### src/hdl/glrg_pkg.sv
`timescale 1ns / 1ps

package glrg_pkg;

  // Field and register widths
  localparam int N_W         = 13;
  localparam int FILL_W      = 17;
  localparam int AMP_W       = 15;
  localparam int CFG_W       = 17;
  localparam int ADDR_W      = 2;
  localparam int MAG_W       = 13;
  localparam int Q_W         = 15;
  localparam int PROD_W      = AMP_W + MAG_W;
  localparam int X_W         = 16;
  localparam int OUT_IDX_W   = 12;
  localparam int IN_TDATA_W  = 8;
  localparam int OUT_TDATA_W = 32;

  // Register indexes
  localparam logic [ADDR_W-1:0] REG_SAMPLES = 2'd0;
  localparam logic [ADDR_W-1:0] REG_FILL    = 2'd1;
  localparam logic [ADDR_W-1:0] REG_AMP     = 2'd2;

  // Reset values
  localparam logic [N_W-1:0]    SAMPLES_RST = 13'd512;
  localparam logic [FILL_W-1:0] FILL_RST    = 17'd52429;
  localparam logic [AMP_W-1:0]  AMP_RST     = 15'd16384;

  // Q16 one
  localparam logic [FILL_W-1:0] FILL_ONE = 17'd65536;

  typedef enum logic [2:0] {
    ST_IDLE,
    ST_ACTIVE,
    ST_SETUP,
    ST_MUL,
    ST_DIV,
    ST_DONE
  } state_t;

  // Clamped configuration seen by the datapath
  typedef struct packed {
    logic [N_W-1:0]    n_c;
    logic [FILL_W-1:0] fill_c;
    logic [AMP_W-1:0]  amp;
  } cfg_t;

endpackage

### src/hdl/glrg_cfg.sv
`timescale 1ns / 1ps

module glrg_cfg #(
  parameter int MAX_LINE_SAMPLES = 4096
) (
  input  logic                          clk,
  input  logic                          rst,
  input  logic                          cfg_wen,
  input  logic [glrg_pkg::ADDR_W-1:0]   cfg_addr,
  input  logic [glrg_pkg::CFG_W-1:0]    cfg_wdata,
  output glrg_pkg::cfg_t                cfg
);

  localparam int NW = glrg_pkg::N_W;
  localparam int FW = glrg_pkg::FILL_W;
  localparam int AW = glrg_pkg::AMP_W;
  localparam logic [FW-1:0] MAX_L = FW'(MAX_LINE_SAMPLES);
  localparam logic [NW-1:0] MAX_N = NW'(MAX_LINE_SAMPLES);

  logic [NW-1:0] samples;
  logic [FW-1:0] fill;
  logic [AW-1:0] amp;

  // Write registers
  always_ff @(posedge clk) begin
    if (rst) begin
      samples <= glrg_pkg::SAMPLES_RST;
      fill    <= glrg_pkg::FILL_RST;
      amp     <= glrg_pkg::AMP_RST;
    end else if (cfg_wen) begin
      case (cfg_addr)
        glrg_pkg::REG_SAMPLES: samples <= cfg_wdata[NW-1:0];
        glrg_pkg::REG_FILL:    fill    <= cfg_wdata[FW-1:0];
        glrg_pkg::REG_AMP:     amp     <= cfg_wdata[AW-1:0];
        default: ;
      endcase
    end
  end

  // Clamp line length and fill
  always_comb begin
    if (samples == '0) begin
      cfg.n_c = NW'(1);
    end else if (FW'(samples) > MAX_L) begin
      cfg.n_c = MAX_N;
    end else begin
      cfg.n_c = samples;
    end
    cfg.fill_c = (fill > glrg_pkg::FILL_ONE) ? glrg_pkg::FILL_ONE : fill;
    cfg.amp    = amp;
  end

endmodule

### src/hdl/glrg_div.sv
`timescale 1ns / 1ps

module glrg_div (
  input  logic                          clk,
  input  logic                          rst,
  input  logic                          start,
  input  logic [glrg_pkg::PROD_W-1:0]   dividend,
  input  logic [glrg_pkg::MAG_W-1:0]    divisor,
  output logic                          done,
  output logic [glrg_pkg::Q_W-1:0]      quotient
);

  localparam int MW    = glrg_pkg::MAG_W;
  localparam int QW    = glrg_pkg::Q_W;
  localparam int CNT_W = $clog2(QW);

  logic [MW-1:0]    rem;
  logic [QW-1:0]    quo;
  logic [MW-1:0]    den;
  logic [CNT_W-1:0] cnt;
  logic             busy;
  logic [MW:0]      trial;
  logic [MW+1:0]    diff;
  logic             fits;
  logic [MW-1:0]    rem_next;

  // One quotient bit per cycle: shift in the next dividend bit, try subtract
  always_comb begin
    trial    = {rem, quo[QW-1]};
    diff     = {1'b0, trial} - {2'b0, den};
    fits     = !diff[MW+1];
    rem_next = fits ? diff[MW-1:0] : trial[MW-1:0];
  end

  // Control
  always_ff @(posedge clk) begin
    if (rst) begin
      busy <= 1'b0;
      done <= 1'b0;
      cnt  <= '0;
    end else begin
      done <= 1'b0;
      if (start) begin
        busy <= 1'b1;
        cnt  <= CNT_W'(QW - 1);
      end else if (busy) begin
        cnt <= cnt - 1'b1;
        if (cnt == '0) begin
          busy <= 1'b0;
          done <= 1'b1;
        end
      end
    end
  end

  // Shift registers; the upper dividend bits stay below the divisor
  always_ff @(posedge clk) begin
    if (start) begin
      rem <= dividend[glrg_pkg::PROD_W-1:QW];
      quo <= dividend[QW-1:0];
      den <= divisor;
    end else if (busy) begin
      rem <= rem_next;
      quo <= {quo[QW-2:0], fits};
    end
  end

  assign quotient = quo;

endmodule

### src/hdl/galvo_line_ramp_generator_core.sv
`timescale 1ns / 1ps

// Galvo X-axis line ramp generator.
// Input stream: one request per sample-clock tick; tdata[0] is restart, which
// sets the sample index to zero before that tick. Output stream: one result per
// request, tdata = x_sample (signed DAC code) then sample_index, tlast marks
// the last sample of a line, after which the index wraps to zero.
// Config port: cfg_wen / cfg_addr / cfg_wdata write samples_per_line (0),
// fill_fraction (1) and amplitude (2); write only while no request is in work.
// Each request goes through a short sequencer: active length (one multiply),
// ramp setup, amplitude multiply, then a restoring divider that makes one
// quotient bit per cycle and flags done with the last bit. A new request is
// taken only after the previous result has gone into the output register.
// The output register holds a finished result while the receiver stalls; the
// next request is accepted meanwhile, and its result waits in the last step
// until the register frees.
// Reset (synchronous) empties the output, returns the index to zero and loads
// the register defaults (512 samples, fill 0.8, amplitude 16384).
module galvo_line_ramp_generator_core #(
  parameter int MAX_LINE_SAMPLES = 4096,
  parameter int DAC_BITS         = 16
) (
  input  logic                                clk,
  input  logic                                rst,
  input  logic                                cfg_wen,
  input  logic [glrg_pkg::ADDR_W-1:0]         cfg_addr,
  input  logic [glrg_pkg::CFG_W-1:0]          cfg_wdata,
  input  logic                                s_axis_tvalid,
  output logic                                s_axis_tready,
  input  logic [glrg_pkg::IN_TDATA_W-1:0]     s_axis_tdata,  // [0] restart
  output logic                                m_axis_tvalid,
  input  logic                                m_axis_tready,
  // [15:0] x_sample, [27:16] sample_index
  output logic [glrg_pkg::OUT_TDATA_W-1:0]    m_axis_tdata,
  output logic                                m_axis_tlast
);

  localparam int NW    = glrg_pkg::N_W;
  localparam int FW    = glrg_pkg::FILL_W;
  localparam int MW    = glrg_pkg::MAG_W;
  localparam int QW    = glrg_pkg::Q_W;
  localparam int XW    = glrg_pkg::X_W;
  localparam int OIW   = glrg_pkg::OUT_IDX_W;
  localparam int PW    = glrg_pkg::PROD_W;
  localparam int AP_W  = NW + FW;
  localparam int IDX_W = ($clog2(MAX_LINE_SAMPLES) < NW) ? $clog2(MAX_LINE_SAMPLES) : NW;
  localparam logic [31:0] DAC_LIM = 32'((64'd1 << (DAC_BITS - 1)) - 64'd1);

  glrg_pkg::cfg_t   cfg;
  glrg_pkg::state_t state, state_next;

  logic              restart_q;
  logic [IDX_W-1:0]  idx;
  logic [IDX_W-1:0]  idx_next;
  logic [IDX_W-1:0]  smp_idx;
  logic              line_end_q;
  logic [NW-1:0]     active;
  logic [MW-1:0]     mag;
  logic [MW-1:0]     den;
  logic              neg;
  logic              div_start;
  logic              div_done;
  logic [QW-1:0]     quotient;
  logic              load_out;
  logic [XW-1:0]     out_x;
  logic [IDX_W-1:0]  out_idx;
  logic              out_last;

  logic [NW-1:0]     idx_ext;
  logic [AP_W-1:0]   act_prod;
  logic              in_ramp;
  logic [NW-1:0]     f_len;
  logic [NW-1:0]     j_off;
  logic [MW+1:0]     num;
  logic [MW+1:0]     num_abs;
  logic              last;
  logic [QW-1:0]     mag_sat;
  logic [XW-1:0]     x_val;
  logic [PW-1:0]     product;

  glrg_cfg #(
    .MAX_LINE_SAMPLES (MAX_LINE_SAMPLES)
  ) u_cfg (
    .clk       (clk),
    .rst       (rst),
    .cfg_wen   (cfg_wen),
    .cfg_addr  (cfg_addr),
    .cfg_wdata (cfg_wdata),
    .cfg       (cfg)
  );

  // Amplitude times ramp magnitude feeds the divider load directly
  assign product = PW'(cfg.amp) * PW'(mag);

  glrg_div u_div (
    .clk      (clk),
    .rst      (rst),
    .start    (div_start),
    .dividend (product),
    .divisor  (den),
    .done     (div_done),
    .quotient (quotient)
  );

  // Ramp arithmetic
  always_comb begin
    idx_ext  = NW'(idx);
    act_prod = AP_W'(cfg.n_c) * AP_W'(cfg.fill_c);
    in_ramp  = idx_ext < active;
    f_len    = cfg.n_c - active;
    j_off    = idx_ext - active;
    if (in_ramp) begin
      num = {1'b0, idx_ext, 1'b0} - {2'b0, active};
    end else begin
      num = {2'b0, f_len} - {1'b0, j_off, 1'b0};
    end
    num_abs = num[MW+1] ? (~num + 1'b1) : num;
    last    = idx_ext == (cfg.n_c - 1'b1);
  end

  // Saturate to DAC range and apply sign
  always_comb begin
    mag_sat = (32'(quotient) > DAC_LIM) ? QW'(DAC_LIM) : quotient;
    x_val   = neg ? (~{1'b0, mag_sat} + 1'b1) : {1'b0, mag_sat};
  end

  // Index update: fix up before the tick, advance after it
  always_comb begin
    idx_next = idx;
    case (state)
      glrg_pkg::ST_ACTIVE: begin
        if (restart_q || (idx_ext >= cfg.n_c)) begin
          idx_next = '0;
        end
      end
      glrg_pkg::ST_SETUP: begin
        idx_next = last ? '0 : (idx + 1'b1);
      end
      default: ;
    endcase
  end

  // Sequencer
  always_ff @(posedge clk) begin
    if (rst) begin
      state <= glrg_pkg::ST_IDLE;
    end else begin
      state <= state_next;
    end
  end

  always_comb begin
    state_next    = state;
    s_axis_tready = 1'b0;
    div_start     = 1'b0;
    load_out      = 1'b0;
    case (state)
      glrg_pkg::ST_IDLE: begin
        s_axis_tready = 1'b1;
        if (s_axis_tvalid) begin
          state_next = glrg_pkg::ST_ACTIVE;
        end
      end
      glrg_pkg::ST_ACTIVE: state_next = glrg_pkg::ST_SETUP;
      glrg_pkg::ST_SETUP:  state_next = glrg_pkg::ST_MUL;
      glrg_pkg::ST_MUL: begin
        div_start  = 1'b1;
        state_next = glrg_pkg::ST_DIV;
      end
      glrg_pkg::ST_DIV: begin
        if (div_done) begin
          state_next = glrg_pkg::ST_DONE;
        end
      end
      glrg_pkg::ST_DONE: begin
        if (!m_axis_tvalid || m_axis_tready) begin
          load_out   = 1'b1;
          state_next = glrg_pkg::ST_IDLE;
        end
      end
      default: state_next = glrg_pkg::ST_IDLE;
    endcase
  end

  // Index counter
  always_ff @(posedge clk) begin
    if (rst) begin
      idx <= '0;
    end else begin
      idx <= idx_next;
    end
  end

  // Per-request datapath registers
  always_ff @(posedge clk) begin
    if (s_axis_tvalid && s_axis_tready) begin
      restart_q <= s_axis_tdata[0];
    end
    if (state == glrg_pkg::ST_ACTIVE) begin
      active <= act_prod[NW+15:16];
    end
    if (state == glrg_pkg::ST_SETUP) begin
      mag        <= num_abs[MW-1:0];
      neg        <= num[MW+1];
      den        <= in_ramp ? active : f_len;
      smp_idx    <= idx;
      line_end_q <= last;
    end
  end

  // Output register
  always_ff @(posedge clk) begin
    if (rst) begin
      m_axis_tvalid <= 1'b0;
    end else if (load_out) begin
      m_axis_tvalid <= 1'b1;
    end else if (m_axis_tready) begin
      m_axis_tvalid <= 1'b0;
    end
  end

  always_ff @(posedge clk) begin
    if (load_out) begin
      out_x    <= x_val;
      out_idx  <= smp_idx;
      out_last <= line_end_q;
    end
  end

  assign m_axis_tdata = {(glrg_pkg::OUT_TDATA_W - XW - OIW)'(0), OIW'(out_idx), out_x};
  assign m_axis_tlast = out_last;

endmodule

### config.mk
export PLATFORM = sky130hd
export DESIGN_NAME = galvo_line_ramp_generator_core
export DESIGN_NICKNAME = d
export VERILOG_FILES = /design/src/hdl/glrg_pkg.sv /design/src/hdl/glrg_cfg.sv /design/src/hdl/glrg_div.sv /design/src/hdl/galvo_line_ramp_generator_core.sv
export SDC_FILE = /design/constraint.sdc
export NUM_CORES = 1
export LEC_CHECK = 0
export BUFFER_PORTS_ARGS = -buffer_cell sky130_fd_sc_hd__buf_2
export CAP_MARGIN = 0
export CORE_MARGIN = 8
export CORE_UTILIZATION = 40
export CTS_BUF_LIST = sky130_fd_sc_hd__clkbuf_4
export DETAILED_ROUTE_END_ITERATION = 7
export PLACE_DENSITY_LB_ADDON = 0.25
export SYNTH_ARGS = -nofsm -noshare
export SYNTH_HDL_FRONTEND = slang
export SYNTH_SLANG_ARGS = --single-unit
### constraint.sdc
create_clock -name clk -period 6.8 [get_ports clk]
set_input_delay 0.68 -clock clk [delete_from_list [all_inputs] [get_ports clk]]
set_output_delay 0.68 -clock clk [all_outputs]
set_load 0.02 [all_outputs]
* Yosys cells after proc, flatten, opt, wreduce, memory -nomap -nowiden
Cells that the tools add are included.
** Cells by class
- Add/subtract/negate cells :: 10
- Multiply operators :: 2
- Magnitude comparators :: 4
- Equal/unequal tests :: 12
- Muxes and demuxes :: 31
- Bitwise gates (word level) :: 3
- Reductions and logical operators :: 19
** Operators by type and width (count)
- $mux W13 :: 7
- $mux W15 :: 4
- $mul A13 B17 Y29 :: 1
- $mul A15 B13 Y28 :: 1
- $mux W12 :: 2
- $pmux W12 S2 :: 1
- $pmux W3 S6 :: 1
- $gt A17 B17 Y1 const B :: 1
- $mux W17 :: 1
- $add A16 B1 Y16 const B :: 1
- $not A15 Y16 :: 1
- $sub A13 B14 Y15 :: 1
- $sub A14 B13 Y15 :: 1
- $sub A13 B13 Y14 :: 1
- $add A13 B1 Y13 const B :: 1
- $eq A12 B13 Y1 :: 1
- $ge A12 B13 Y1 :: 1
- $gt A13 B13 Y1 const B :: 1
- $logic_not A13 Y1 :: 1
- $lt A12 B13 Y1 :: 1
- $not A13 Y13 :: 1
- $sub A12 B13 Y13 :: 1
- $sub A13 B1 Y13 const B :: 1
- $sub A13 B13 Y13 :: 1
- 24 further kinds :: 47
** Word-level totals
- Register bits after elaboration :: 191
- Bits of input ports :: 32
- Word-level logic and storage cells :: 105

* Longest topological paths before layout
Gate-level depths: netlist of run 1.
- Word-level depth :: 9
- Gate-level depth with buffers :: 26

* Hierarchy
A second synthesis of run 1 with hierarchy kept.
** Second synthesis, totals
- Cells, all modules :: 2664
- Area, all modules :: 24324.6 um^2
** Modules (own cells, without submodules)
- galvo_line_ramp_generator_core :: instances 1, cells each 2194, area an instance 19741.4 um^2, sequential area each 2782.7 um^2
- glrg_div :: instances 1, cells each 230, area an instance 2681.3 um^2, sequential area each 1351.3 um^2
- glrg_cfg :: instances 1, cells each 240, area an instance 1901.8 um^2, sequential area each 900.9 um^2

* Worst setup path before layout of run 1
No wires, ideal clock.
- Path type :: flip-flop to flip-flop
- From :: register u_cfg.fill[0]
- To :: register active[9] (data pin)
- Setup time :: 0.262 ns
- Arrival time :: 6.467 ns
- Required time :: 6.538 ns
- Path slack :: 0.070 ns
- Stages on the path, launching flop included :: 23
- Buffers on the path :: 2
- Clock period less this slack :: 6.730 ns
- Cells stage by stage :: dfxtp_1 > or4_4 > o41ai_4 > clkbuf_1 > buf_1 > nand2_1 > nor2_1 > fa_1 > fa_1 > fa_1 > fa_1 > inv_1 > fa_1 > inv_1 > ha_1 > a21o_1 > a21oi_1 > nor2_1 > a311oi_1 > a21oi_2 > o31ai_1 > a21oi_1 > xor2_1
** On the way
- Longest elaborated chain between the ends :: 3
** Ends and longest elaborated chain
- start, declared :: RTL line glrg_cfg.sv:21 : logic [FW-1:0] fill;
- start signal, assigned :: RTL line glrg_cfg.sv:28 : fill <= glrg_pkg::FILL_RST;
- start signal, assigned :: RTL line glrg_cfg.sv:33 : glrg_pkg::REG_FILL: fill <= cfg_wdata[FW-1:0];
- $gt A17 B17 Y1 :: RTL line glrg_cfg.sv:49 : cfg.fill_c = (fill > glrg_pkg::FILL_ONE) ? glrg_pkg::FILL_ONE : fill;
- $mux W17 (*) :: RTL line glrg_cfg.sv:49
- $mul A13 B17 Y29 (*) :: RTL line galvo_line_ramp_generator_core.sv:108 : act_prod = AP_W'(cfg.n_c) * AP_W'(cfg.fill_c);
- net act_prod[25] :: RTL line galvo_line_ramp_generator_core.sv:70 : logic [AP_W-1:0] act_prod;
- end signal, assigned :: RTL line galvo_line_ramp_generator_core.sv:200 : active <= act_prod[NW+15:16];
- end, declared :: RTL line galvo_line_ramp_generator_core.sv:57 : logic [NW-1:0] active;
The timed path passes the listed nets; every way through them passes the cells marked *.
A chain may end at the register's enable or synchronous reset.

* Final worst setup path of run 1
- From :: register u_cfg.fill[0]
- To :: register active[8] (data pin)
The elaborated chain is that of the path after synthesis.

==> results of run 1 <==
==> kinds of logic (layout without fill, tap and decap cells) <==
family / after synthesis / after routing / share of synthesized area, %
and+or+nand+nor: 936 / 936 / 18.0
adders and majority gates: 531 / 531 / 37.5
buffers and inverters: 524 / 628 / 8.28
AOI/OAI and AO/OA: 379 / 379 / 10.2
DFF: 190 / 190 / 21.0
xor gates and xnor gates: 118 / 118 / 4.32
muxes: 15 / 15 / 0.643
other: 1 / 5 / 0.0157
==> synth_stat cells (30+ instances only) <==
| cell type | n |
|---|---|
| nand2_1 | 436 |
| inv_1 | 407 |
| fa_1 | 311 |
| ha_1 | 220 |
| nor2_1 | 190 |
| edfxtp_1 | 123 |
| a21oi_1 | 121 |
| and2_1 | 101 |
| clkbuf_1 | 96 |
| o21ai_0 | 77 |
| xnor2_1 | 69 |
| dfxtp_1 | 67 |
| xor2_1 | 49 |
| nor3_1 | 39 |
| a21o_1 | 30 |
==> worst max-delay path by stage <==
| stage | start | end | slack, ps | depth (start not counted) |
|---|---|---|---|---|
| floorplan | u_cfg.fill[0] | active[9] | 70 | 22 |
| global placement | u_cfg.fill[3] | active[10] | -110 | 23 |
| detailed placement | u_cfg.fill[3] | active[9] | -150 | 23 |
| CTS | u_cfg.fill[3] | active[12] | 8 | 25 |
| global route | u_cfg.fill[0] | active[4] | -30 | 24 |
| finish | u_cfg.fill[0] | active[8] | 160 | 24 |
==> stage by stage <==
step | area [sq um] | worst slack, ps | power (mW) | utilization (%) | cells
2_1_floorplan | 24000 | 70.4 | 2.50 | - | 2697
3_3_place_gp | 25700 | -115 | 2.94 | 43.5 | 3536
3_5_place_dp | 25700 | -153 | 2.97 | 43.5 | 3536
4_1_cts | 26100 | 8.12 | 3.68 | 44.1 | 3569
5_1_grt | 26400 | -27.4 | 3.96 | 44.6 | 3575
6_report | 26400 | 157 | 3.70 | 44.6 | 3575
==> registers in the layout (all words and copies together) (netlist names), 3 cells and up <==
name            cells
u_cfg.fill         17
out_x              16
u_cfg.amp          15
u_div.quotient     15
active             13
mag                13
u_cfg.samples      13
u_div.den          13
u_div.rem          13
den                12
idx                12
out_idx            12
smp_idx            12
u_div.cnt           4
state               3
==> layer usage <==
metal	GRT usage, %	vias to the layer above	routed length, microns
met5	0	-	13
met1	24.3	9423	27500
met3	2.17	110	3070
met2	34.6	510	33300
met4	7.47	2	2300
li1	-	8915	-
==> power by group through the flow <==
stage	Combinational (mW)	Sequential (mW)	Clock, mW
floorplan	1.16	1.35	0
global placement	1.56	1.37	0
detailed placement	1.60	1.37	0
CTS	1.61	1.35	0.721
global route	1.85	1.35	0.756
finish	1.65	1.35	0.695
==> critical path: stages (launching register included) <==
cell,delay [ps]
dfxtp_2,360
or4_4,540
o41ai_4,390
buf_4,190
buf_6,130
and2_4,180
nand2_1,80
fa_1,540
inv_1,50
fa_1,550
fa_1,430
fa_1,500
inv_1,50
fa_1,470
inv_1,40
ha_1,300
nand3_2,120
nor2_4,50
o211a_1,130
o31a_1,390
o2111ai_2,270
a21oi_2,140
o31ai_4,270
nor2b_2,210
xnor2_1,60
==> cell type report <==
cell class | count | area, sq um | share of cell area, %
Multi-Input combinational cell | 1983 | 17200 | 65.3
Sequential cell | 190 | 5040 | 19.1
Inverter | 413 | 1550 | 5.88
Timing Repair Buffer | 183 | 1260 | 4.77
Tap cell | 773 | 967 | 3.67
Clock inverter | 15 | 215 | 0.816
Clock buffer | 17 | 128 | 0.484
Antenna cell | 1 | 2.50 | 0.00949
==> what timing repair did <==
| action | 4_1_cts | 5_1_grt |
|---|---|---|
| resized for setup | 4 | 91 |
| endpoints found under the setup margin | 4 | 10 |
| cloned | 0 | 1 |
| hold buffers | 0 | 0 |
| pin swaps | 1 | 28 |
| buffers inserted | 1 | 4 |
==> results.ini, run 1 <==
[global_route]
overflow = 0
grt_max_degree = 69
grt_pass1_vias = 19300
antenna_found_initial = 3
track_usage_pct = 19.5
grt_pass1_wl_microns = 104000

[timing]
relSlewSlack_pct = 26.8
skew_ps = 43.3
max_clock_freq_mhz = 151
setup_viol = 0
worst_slew_pin_slew_ps = 1090
hold_slack_ps = 241
drv_slew = 0
fin_crit_sh_pct = 97.7
fin_crit_ps = 6640
hold_viol = 0
setup_tns_ps = 0

[power_and_ir_drop]
powerDensity_nw_per_um2 = 140
power.share.clock_pct = 18.8
combPwrFrac_pct = 44.7
p_switching_mw = 1.53
p_leak_nw = 12.3
vdd_drop_max_mv = 0.115
seqPwrFrac_pct = 36.5
swShare_pct = 41.4
p_int_mw = 2.17

[min_path]
hold_path_class = in2reg
min_to = restart_q
min_from = s_axis_tdata[0]
whs_path_depth = 1

[synthesis]
ys_seq_elements = 190
synth_flop_cell = edfxtp_1
yosysTopAreaCellShare_pct = 26.0
synthDistinctLibCells = 79
yosys.area.top_type = fa_1
async_flop_share_pct = 0
netlist_area_sq_um = 23900
synth-edff-count = 123
synthCells = 2694
ys_seq_area_share_pct = 21.0
postSynthAreaPerCell_sq_um = 8.89
yosys_warnings = 0
synthTopCellsByArea = fa_1 (26%), edfxtp_1 (15%), ha_1 (11%)

[drt]
drcViolationCount = 0
routed-via-count = 19000
firstDrtPassIters = 5
drtAntennaViolNets = 0
vias_per_cell = 5.30
wl_per_cell_microns = 18.5
dr.first_iter.drc_count = 1155
wl_microns = 66200

[cells_and_area]
finalNetCount = 3351
layout.cells.most_common_list = nand2_1 (425), inv_1 (406), fa_1 (305)
drive_above_1_share_pct = 11.1
fillCellCount = 5730
areaGrowthSynthToFinish_pct = 10.2
final_common_cell = nand2_1

[setup_path]
cp-start-kind = flip-flop
reg2reg_from = u_cfg.fill[0]
r2r.worst_path.cells = 24
reg2reg_setup_slack_ps = 160
worstSetupEndpointType = flip-flop
critPathRequiredTime_ps = 7260
path_class = reg2reg
worstPathArrival_ps = 7100
rr_endpoint = active[8]
crit_fanout = 7

[place]
routabilityCongestion = 0.922
hpwl_microns = 53400
portBuffers = 55

[floorplan]
start_util_pct = 40.5
fp.dieArea_sq_um = 67900
rows = 89
io_pins = 67
die_w_microns = 261
fp.dieH_microns = 261
core-area_sq_um = 59100

[clock_tree]
path_clk_slew_ps = 200
clk_latency_ps = 670
cts-htree-levels = 4
numCtsBuffers = 17
clk_path_buf_depth = 2
root_buffer = clkbuf_4
clock_sink_count = 190
cts_tree = yes

[flow_run]
cap_violations = 0

[status]
status = complete, no violations

Note: power is estimated with default switching activity, not from simulation.
==> run 2: changes to the inputs <==
--- a/config.mk
+++ b/config.mk
@@ -11,6 +11,7 @@
 export CORE_UTILIZATION = 40
 export CTS_BUF_LIST = sky130_fd_sc_hd__clkbuf_4
 export DETAILED_ROUTE_END_ITERATION = 7
+export GPL_ROUTABILITY_DRIVEN = 1
 export PLACE_DENSITY_LB_ADDON = 0.25
 export SYNTH_ARGS = -nofsm -noshare
 export SYNTH_HDL_FRONTEND = slang
==> constraint.sdc (replaced) <==
create_clock -name clk -period 5.71 [get_ports clk]
set_input_delay 0.571 -clock clk [delete_from_list [all_inputs] [get_ports clk]]
set_output_delay 0.571 -clock clk [all_outputs]
set_load 0.02 [all_outputs]
==> results.ini, run 2 (synthesis results as in run 1) <==
[global_route]
grtUsageMet3_pct = 1.75  ; was 2.17%
antenna_found_initial = 3  ; unchanged
track_usage_pct = 20.3  ; was 19.5%
overflow = 0  ; unchanged
grt_pass1_vias = 20300  ; was 19300
globalRouteMet2Util_pct = 37.5  ; was 34.6%
grt_busiest_layer = met2  ; unchanged
use_met1_pct = 24.8  ; was 24.3%
grt_pass1_wl_microns = 109000  ; was 104000 microns
grt_max_degree = 69  ; unchanged

[cells_and_area]
fillCellCount = 5529  ; was 5730
top_register = u_cfg.fill  ; unchanged
layout.cells.most_common_list = nand2_1 (410), inv_1 (395), fa_1 (299)  ; was nand2_1 (425), inv_1 (406), fa_1 (305)
largestRegisters = u_cfg.fill x17, out_x x16  ; unchanged
finalNetCount = 3554  ; was 3351
largest_reg_flops = 17  ; unchanged
areaGrowthSynthToFinish_pct = 19.9  ; was 10.2%
final_common_cell = nand2_1  ; unchanged
utilization_pct = 48.5  ; was 44.6%
drive_above_1_share_pct = 20.7  ; was 11.1%

[drt]
vias_per_cell = 5.21  ; was 5.30
drcViolationCount = 0  ; unchanged
drtAntennaViolNets = 0  ; unchanged
wl_microns = 69600  ; was 66200 microns
firstDrtPassIters = 6  ; was 5
dr.first_iter.drc_count = 1194  ; was 1155
routed-via-count = 19700  ; was 19000
wl_per_cell_microns = 18.4  ; was 18.5 microns

[setup_path]
path_class = reg2reg  ; unchanged
critPathRequiredTime_ps = 6180  ; was 7260 ps
reg2reg_setup_slack_ps = -770  ; was 160 ps
crit_fanout = 6  ; was 7
cp-start-kind = flip-flop  ; unchanged
worstSetupEndpointType = flip-flop  ; unchanged
worstPathArrival_ps = 6950  ; was 7100 ps

[timing]
skew_ps = 39.9  ; was 43.3 ps
drv_slew = 0  ; unchanged
max_clock_freq_mhz = 154  ; was 151 MHz
worst_slew_pin_slew_ps = 1060  ; was 1090 ps
hold_viol = 0  ; unchanged
setup_tns_ps = -8370  ; was 0 ps
setup_viol = 16  ; was 0
rsz0062_at_grt = yes
fin_crit_sh_pct = 113  ; was 97.7%
relSlewSlack_pct = 29.1  ; was 26.8%
hold_slack_ps = 143  ; was 241 ps
fin_ws_ps = -768  ; was 157 ps
fin_crit_ps = 6480  ; was 6640 ps

[flow_run]
cap_violations = 0  ; unchanged

[floorplan]
fp.dieH_microns = 261  ; unchanged
die_w_microns = 261  ; unchanged
rows = 89  ; unchanged
start_util_pct = 40.5  ; unchanged
core-area_sq_um = 59100  ; unchanged
io_pins = 67  ; unchanged
fp.dieArea_sq_um = 67900  ; unchanged

[clock_tree]
cts_tree = yes  ; unchanged
path_clk_slew_ps = 200  ; about the same
cts_hold_buffers = 0  ; unchanged
numCtsBuffers = 17  ; unchanged
root_buffer = clkbuf_4  ; unchanged
clk_latency_ps = 680  ; was 670 ps
clk_path_buf_depth = 2  ; unchanged
cts-htree-levels = 4  ; unchanged
clock_sink_count = 190  ; unchanged

[power_and_ir_drop]
vdd_drop_max_mv = 0.121  ; was 0.115 mV
p_leak_nw = 13.5  ; was 12.3 nW
powerDensity_nw_per_um2 = 163  ; was 140 nW/um^2

[place]
portBuffers = 55  ; unchanged
dp_slack_ps = -821  ; was -153 ps
routabilityCongestion = 0.934  ; was 0.922
hpwl_microns = 57300  ; was 53400 microns

[status]
violations = negative setup slack
status = complete, but fails checks  ; was complete, no violations

[min_path]
hold_path_class = in2reg  ; unchanged

==> run 2: changes by cell type in the layout (fill, tap and decap cells not counted), sizes merged <==
cell,previous run,this run
buf,183,384
clkinv,13,11
inv,414,416
clkinvlp,0,1
diode,1,2
clkbuf,17,19
bufinv,1,0
==> run 2: critical path: stages (launching register included) <==
cell       delay (ps)
dfxtp_2           360
or4_4             540
o41ai_4           360
buf_6             170
buf_12            130
buf_12            120
nand2_2            80
nor2_1            130
fa_1              440
inv_1              80
fa_1              420
inv_1              80
fa_1              430
fa_1              540
inv_1              50
fa_1              500
inv_2              50
ha_4              230
nand3_4           100
nor2_4             50
o211a_1           120
o31a_1            320
o2111ai_2         270
a21oi_4           120
o31ai_4           320
a21oi_1           120
xor2_1            150
==> run 2: cell type report <==
cell class / count / area [sq um] / area share (%)
Sequential cell: 190 / 5050 / 17.6
Tap cell: 773 / 967 / 3.37
Antenna cell: 2 / 5.00 / 0.0174
Clock buffer: 17 / 128 / 0.445
Timing Repair Buffer: 386 / 3090 / 10.8
Inverter: 413 / 1550 / 5.40
Clock inverter: 15 / 163 / 0.567
Multi-Input combinational cell: 1983 / 17800 / 61.9
==> run 2: final timing paths <==
| kind | to | startpoint | depth (start not counted) |
|---|---|---|---|
| worst max register to register | active[9] | u_cfg.fill[2] | 26 |
| worst min-delay path | u_cfg.samples[3] | cfg_wdata[3] | 3 |
| worst min register to register | u_div.den[7] | den[7] | 0 |
| worst max-delay path | active[9] | u_cfg.fill[2] | 26 |
==> run 2: what timing repair did <==
item	CTS	global route
gates cloned	2	2
resized for setup	85	135
pin swaps	45	83
setup buffers	24	16
endpoints found under the setup margin	21	34
==> run 2: metal layers <==
metal	wire length, microns	vias up
li1	-	9311
met1	28700	9825
met2	35900	425
met3	2620	129
met4	2370	4
met5	25	-
==> run 2: report_power, final <==
part / total (mW) / switching [mW] / internal (mW) / leakage [nW]
clock network: 0.771 / 0.571 / 0.200 / 0.152
registers: 1.59 / 0.0455 / 1.54 / 1.67
logic: 2.32 / 1.29 / 1.03 / 11.7
total: 4.68 / 1.91 / 2.77 / 13.5
==> run 2: metrics by stage <==
stage	std cells	total power, mW	instance area, sq um
after floorplan	2697	3.01	24100
after global placement	3704	3.71	27200
after detailed placement	3704	3.74	27200
after CTS	3762	4.61	28100
after global routing	3778	4.99	28700
final	3779	4.68	28700
==> run 3: changes to the inputs <==
--- a/config.mk
+++ b/config.mk
@@ -13,6 +13,8 @@
 export DETAILED_ROUTE_END_ITERATION = 7
 export GPL_ROUTABILITY_DRIVEN = 1
 export PLACE_DENSITY_LB_ADDON = 0.25
+export SLEW_MARGIN = 10
 export SYNTH_ARGS = -nofsm -noshare
 export SYNTH_HDL_FRONTEND = slang
+export SYNTH_HIERARCHICAL = 1
 export SYNTH_SLANG_ARGS = --single-unit
==> constraint.sdc (replaced) <==
create_clock -name clk -period 5.71 [get_ports clk]
set_input_delay 0.2855 -clock clk [delete_from_list [all_inputs] [get_ports clk]]
set_output_delay 0.2855 -clock clk [all_outputs]
set_load 0.02 [all_outputs]
==> results.ini, run 3 <==
[power_and_ir_drop]
powerDensity_nw_per_um2 = 159  ; was 163 nW/um^2
vdd_drop_max_mv = 0.132  ; was 0.121 mV
p_leak_nw = 13.5  ; about the same
p_total_mw = 4.58  ; was 4.68 mW

[synthesis]
synth-edff-count = 123  ; unchanged
yosysTopAreaCellShare_pct = 25.6  ; was 26.0%
synth_flop_cell = edfxtp_1  ; unchanged
synthCells = 2664  ; was 2694
synthDistinctLibCells = 84  ; was 79
synthTopCellsByArea = fa_1 (26%), edfxtp_1 (15%), ha_1 (11%)  ; unchanged
async_flop_share_pct = 0  ; unchanged
yosys_warnings = 6  ; was 0
postSynthAreaPerCell_sq_um = 9.13  ; was 8.89 sq um
synth_commonest_cells = inv_1 (470), nand2_1 (349), fa_1 (311), ha_1 (220), and2_1 (213)  ; was nand2_1 (436), inv_1 (407), fa_1 (311), ha_1 (220), nor2_1 (190)
ys_seq_area_share_pct = 20.7  ; was 21.0%
yosys.area.top_type = fa_1  ; unchanged
synth_most_common_cell = inv_1  ; was nand2_1
netlist_area_sq_um = 24300  ; was 23900 sq um
ys_seq_elements = 190  ; unchanged

[min_path]
whs_path_depth = 4  ; was 3
min_from = cfg_addr[1]  ; was cfg_wdata[3]
min_to = u_cfg/samples[5]  ; was u_cfg.samples[3]
hold_path_class = in2reg  ; unchanged

[drt]
firstDrtPassIters = 5  ; was 6
wl_per_cell_microns = 16.5  ; was 18.4 microns
dr.first_iter.drc_count = 1013  ; was 1194
routed-via-count = 18900  ; was 19700
drcViolationCount = 0  ; unchanged
wl_microns = 61800  ; was 69600 microns
vias_per_cell = 5.07  ; was 5.21
drtAntennaViolNets = 0  ; unchanged

[timing]
skew_ps = 42.5  ; was 39.9 ps
drv_slew = 0  ; unchanged
max_clock_freq_mhz = 157  ; was 154 MHz
fin_crit_sh_pct = 112  ; was 113%
setup_viol = 16  ; unchanged
worst_slew_pin_slew_ps = 911  ; was 1060 ps
hold_slack_ps = 111  ; was 143 ps
hold_viol = 0  ; unchanged
fin_ws_ps = -660  ; was -768 ps
relSlewSlack_pct = 39.0  ; was 29.1%
rsz0062_at_grt = yes  ; unchanged
fin_crit_ps = 6370  ; was 6480 ps

[clock_tree]
cts-htree-levels = 4  ; unchanged
clk_latency_ps = 650  ; was 680 ps
path_clk_slew_ps = 190  ; was 200 ps
clk_path_buf_depth = 2  ; unchanged
numCtsBuffers = 17  ; unchanged
clock_sink_count = 190  ; unchanged
cts_tree = yes  ; unchanged
root_buffer = clkbuf_4  ; unchanged

[setup_path]
slowest_delay_ps = 530  ; was 540 ps
reg2reg_setup_slack_ps = -660  ; was -770 ps
path_class = reg2reg  ; unchanged
worstSetupEndpointType = flip-flop  ; unchanged
crit_fanout = 5  ; was 6
rr_endpoint = active[11]  ; was active[9]
slowest_stage = fa_1  ; was or4_4
reg2reg_from = u_cfg/fill[11]  ; was u_cfg.fill[2]
crit_top_cell = fa_1  ; unchanged
r2r.worst_path.cells = 25  ; was 26
critPathRequiredTime_ps = 6140  ; was 6180 ps
worstPathArrival_ps = 6800  ; was 6950 ps
cp-start-kind = flip-flop  ; unchanged

[floorplan]
io_pins = 67  ; unchanged
core-area_sq_um = 60200  ; was 59100 sq um
fp.dieH_microns = 263  ; was 261 microns
die_w_microns = 263  ; was 261 microns
rows = 90  ; was 89
fp.dieArea_sq_um = 69000  ; was 67900 sq um
start_util_pct = 40.4  ; was 40.5%

[status]
violations = negative setup slack  ; unchanged
status = complete, but fails checks  ; unchanged

[global_route]
antenna_found_initial = 1  ; was 3
grt_max_degree = 60  ; was 69
grt_pass1_wl_microns = 103000  ; was 109000 microns
grt_pass1_vias = 20200  ; was 20300
overflow = 0  ; unchanged
track_usage_pct = 18.1  ; was 20.3%

[place]
routabilityCongestion = 0.896  ; was 0.934
dp_slack_ps = -1020  ; was -821 ps
hpwl_microns = 49800  ; was 57300 microns
dpl_cell_area_sq_um = 27300  ; was 27200 sq um
placedCellCount = 3651  ; was 3704
portBuffers = 55  ; unchanged

[cells_and_area]
fillCellCount = 5607  ; was 5529
largestRegisters = u_cfg/fill x17, out_x x16  ; was u_cfg.fill x17, out_x x16
fin_cells = 3737  ; was 3779
finalNetCount = 3504  ; was 3554
largest_reg_flops = 17  ; unchanged
final_common_cell = inv_1  ; was nand2_1
top_register = u_cfg/fill  ; was u_cfg.fill
fin_area_sq_um = 28900  ; was 28700 sq um
drive_above_1_share_pct = 20.5  ; was 20.7%
areaGrowthSynthToFinish_pct = 18.9  ; was 19.9%
layout.cells.most_common_list = inv_1 (448), nand2_1 (344), fa_1 (303)  ; was nand2_1 (410), inv_1 (395), fa_1 (299)

[flow_run]
cap_violations = 0  ; unchanged

[run 3: changes by cell type in the layout (fill, tap and decap cells not counted), moves of 15 or more]
| cell | previous run | this run |
|---|---|---|
| nor2_2 | 32 | 6 |
| buf_4 | 295 | 252 |
| dfxtp_1 | 59 | 44 |
| nand2_1 | 410 | 344 |
| dfxtp_2 | 7 | 22 |
| mux2_2 | 3 | 25 |
| dlygate4sd3_1 | 0 | 20 |
| buf_6 | 14 | 35 |
| xnor2_1 | 65 | 83 |
| inv_1 | 395 | 448 |
| nor2_1 | 145 | 87 |
| and2_1 | 86 | 192 |
| o21ai_0 | 64 | 44 |
| nand2_2 | 19 | 4 |
[run 3: area by class of cell]
type	count	area, sq um	share of cell area [%]
multi-input combinational	1894	17900	62.0
timing repair buffer	367	2860	9.88
inverter	471	1770	6.12
clock inverter	14	190	0.658
clock buffer	18	135	0.467
tap	782	978	3.38
antenna	1	2.50	0.00866
sequential	190	5070	17.5
[run 3: layer usage]
metal,up-vias,routed length (microns),GRT usage (%)
met5,-,0,0
met4,0,1660,5.91
met3,86,2080,1.72
met2,372,31800,33.2
met1,9428,26300,22.1
li1,9046,-,-
[run 3: how the worst max path moves through the flow]
stage / startpoint / end / slack (ps) / depth (start not counted)
2_1_floorplan: mag[1] / u_div/rem[12] / -250 / 23
3_3_place_gp: u_cfg/fill[11] / active[11] / -810 / 20
3_5_place_dp: u_cfg/fill[11] / active[11] / -1020 / 21
4_1_cts: u_cfg/fill[14] / active[12] / -720 / 24
5_1_grt: u_cfg/fill[11] / active[11] / -930 / 26
6_report: u_cfg/fill[11] / active[11] / -660 / 25
[run 3: timing repair]
item                                    CTS  global route
setup buffers                            25            14
pin swaps                                82            94
endpoints found under the setup margin   20            38
cloned                                    1             0
hold buffers                             20             0
resized for setup                        94           115
hold endpoints to repair                 49             0
[run 3: cells by family after synthesis]
group,Yosys count,synth area share [%]
adder cells (fa/ha/maj),531,36.9
flip-flops,190,20.7
AND/OR/NAND/NOR,860,17.8
other,1,0.0154
XOR/XNOR,123,4.43
buffers and inverters,583,9.27
AO/OA/AOI/OAI,333,9.00
multiplexers,43,1.91
[run 3: per-stage QoR]
step                setup TNS [ps]  utilization, %
floorplan                     -966               -
global placement             -7980            45.3
detailed placement          -10190            45.3
CTS                          -6380            47.1
global route                -10870            48.0
finish                       -6300            48.0
[run 3: report_power, final]
part | switching [mW] | internal (mW) | total (mW) | leakage, nW
Combinational | 1.19 | 0.971 | 2.16 | 11.7
Clock | 0.534 | 0.292 | 0.826 | 0.177
Sequential | 0.0517 | 1.54 | 1.59 | 1.67
[run 3: critical path: cells and delay by family (launching register included)]
family | cells | cell delay (ps)
buf+inv | 6 | 710
simple gates | 6 | 1110
compound gates | 6 | 1340
xor+xnor | 1 | 110
fa+ha+maj | 6 | 2510
flops | 1 | 370
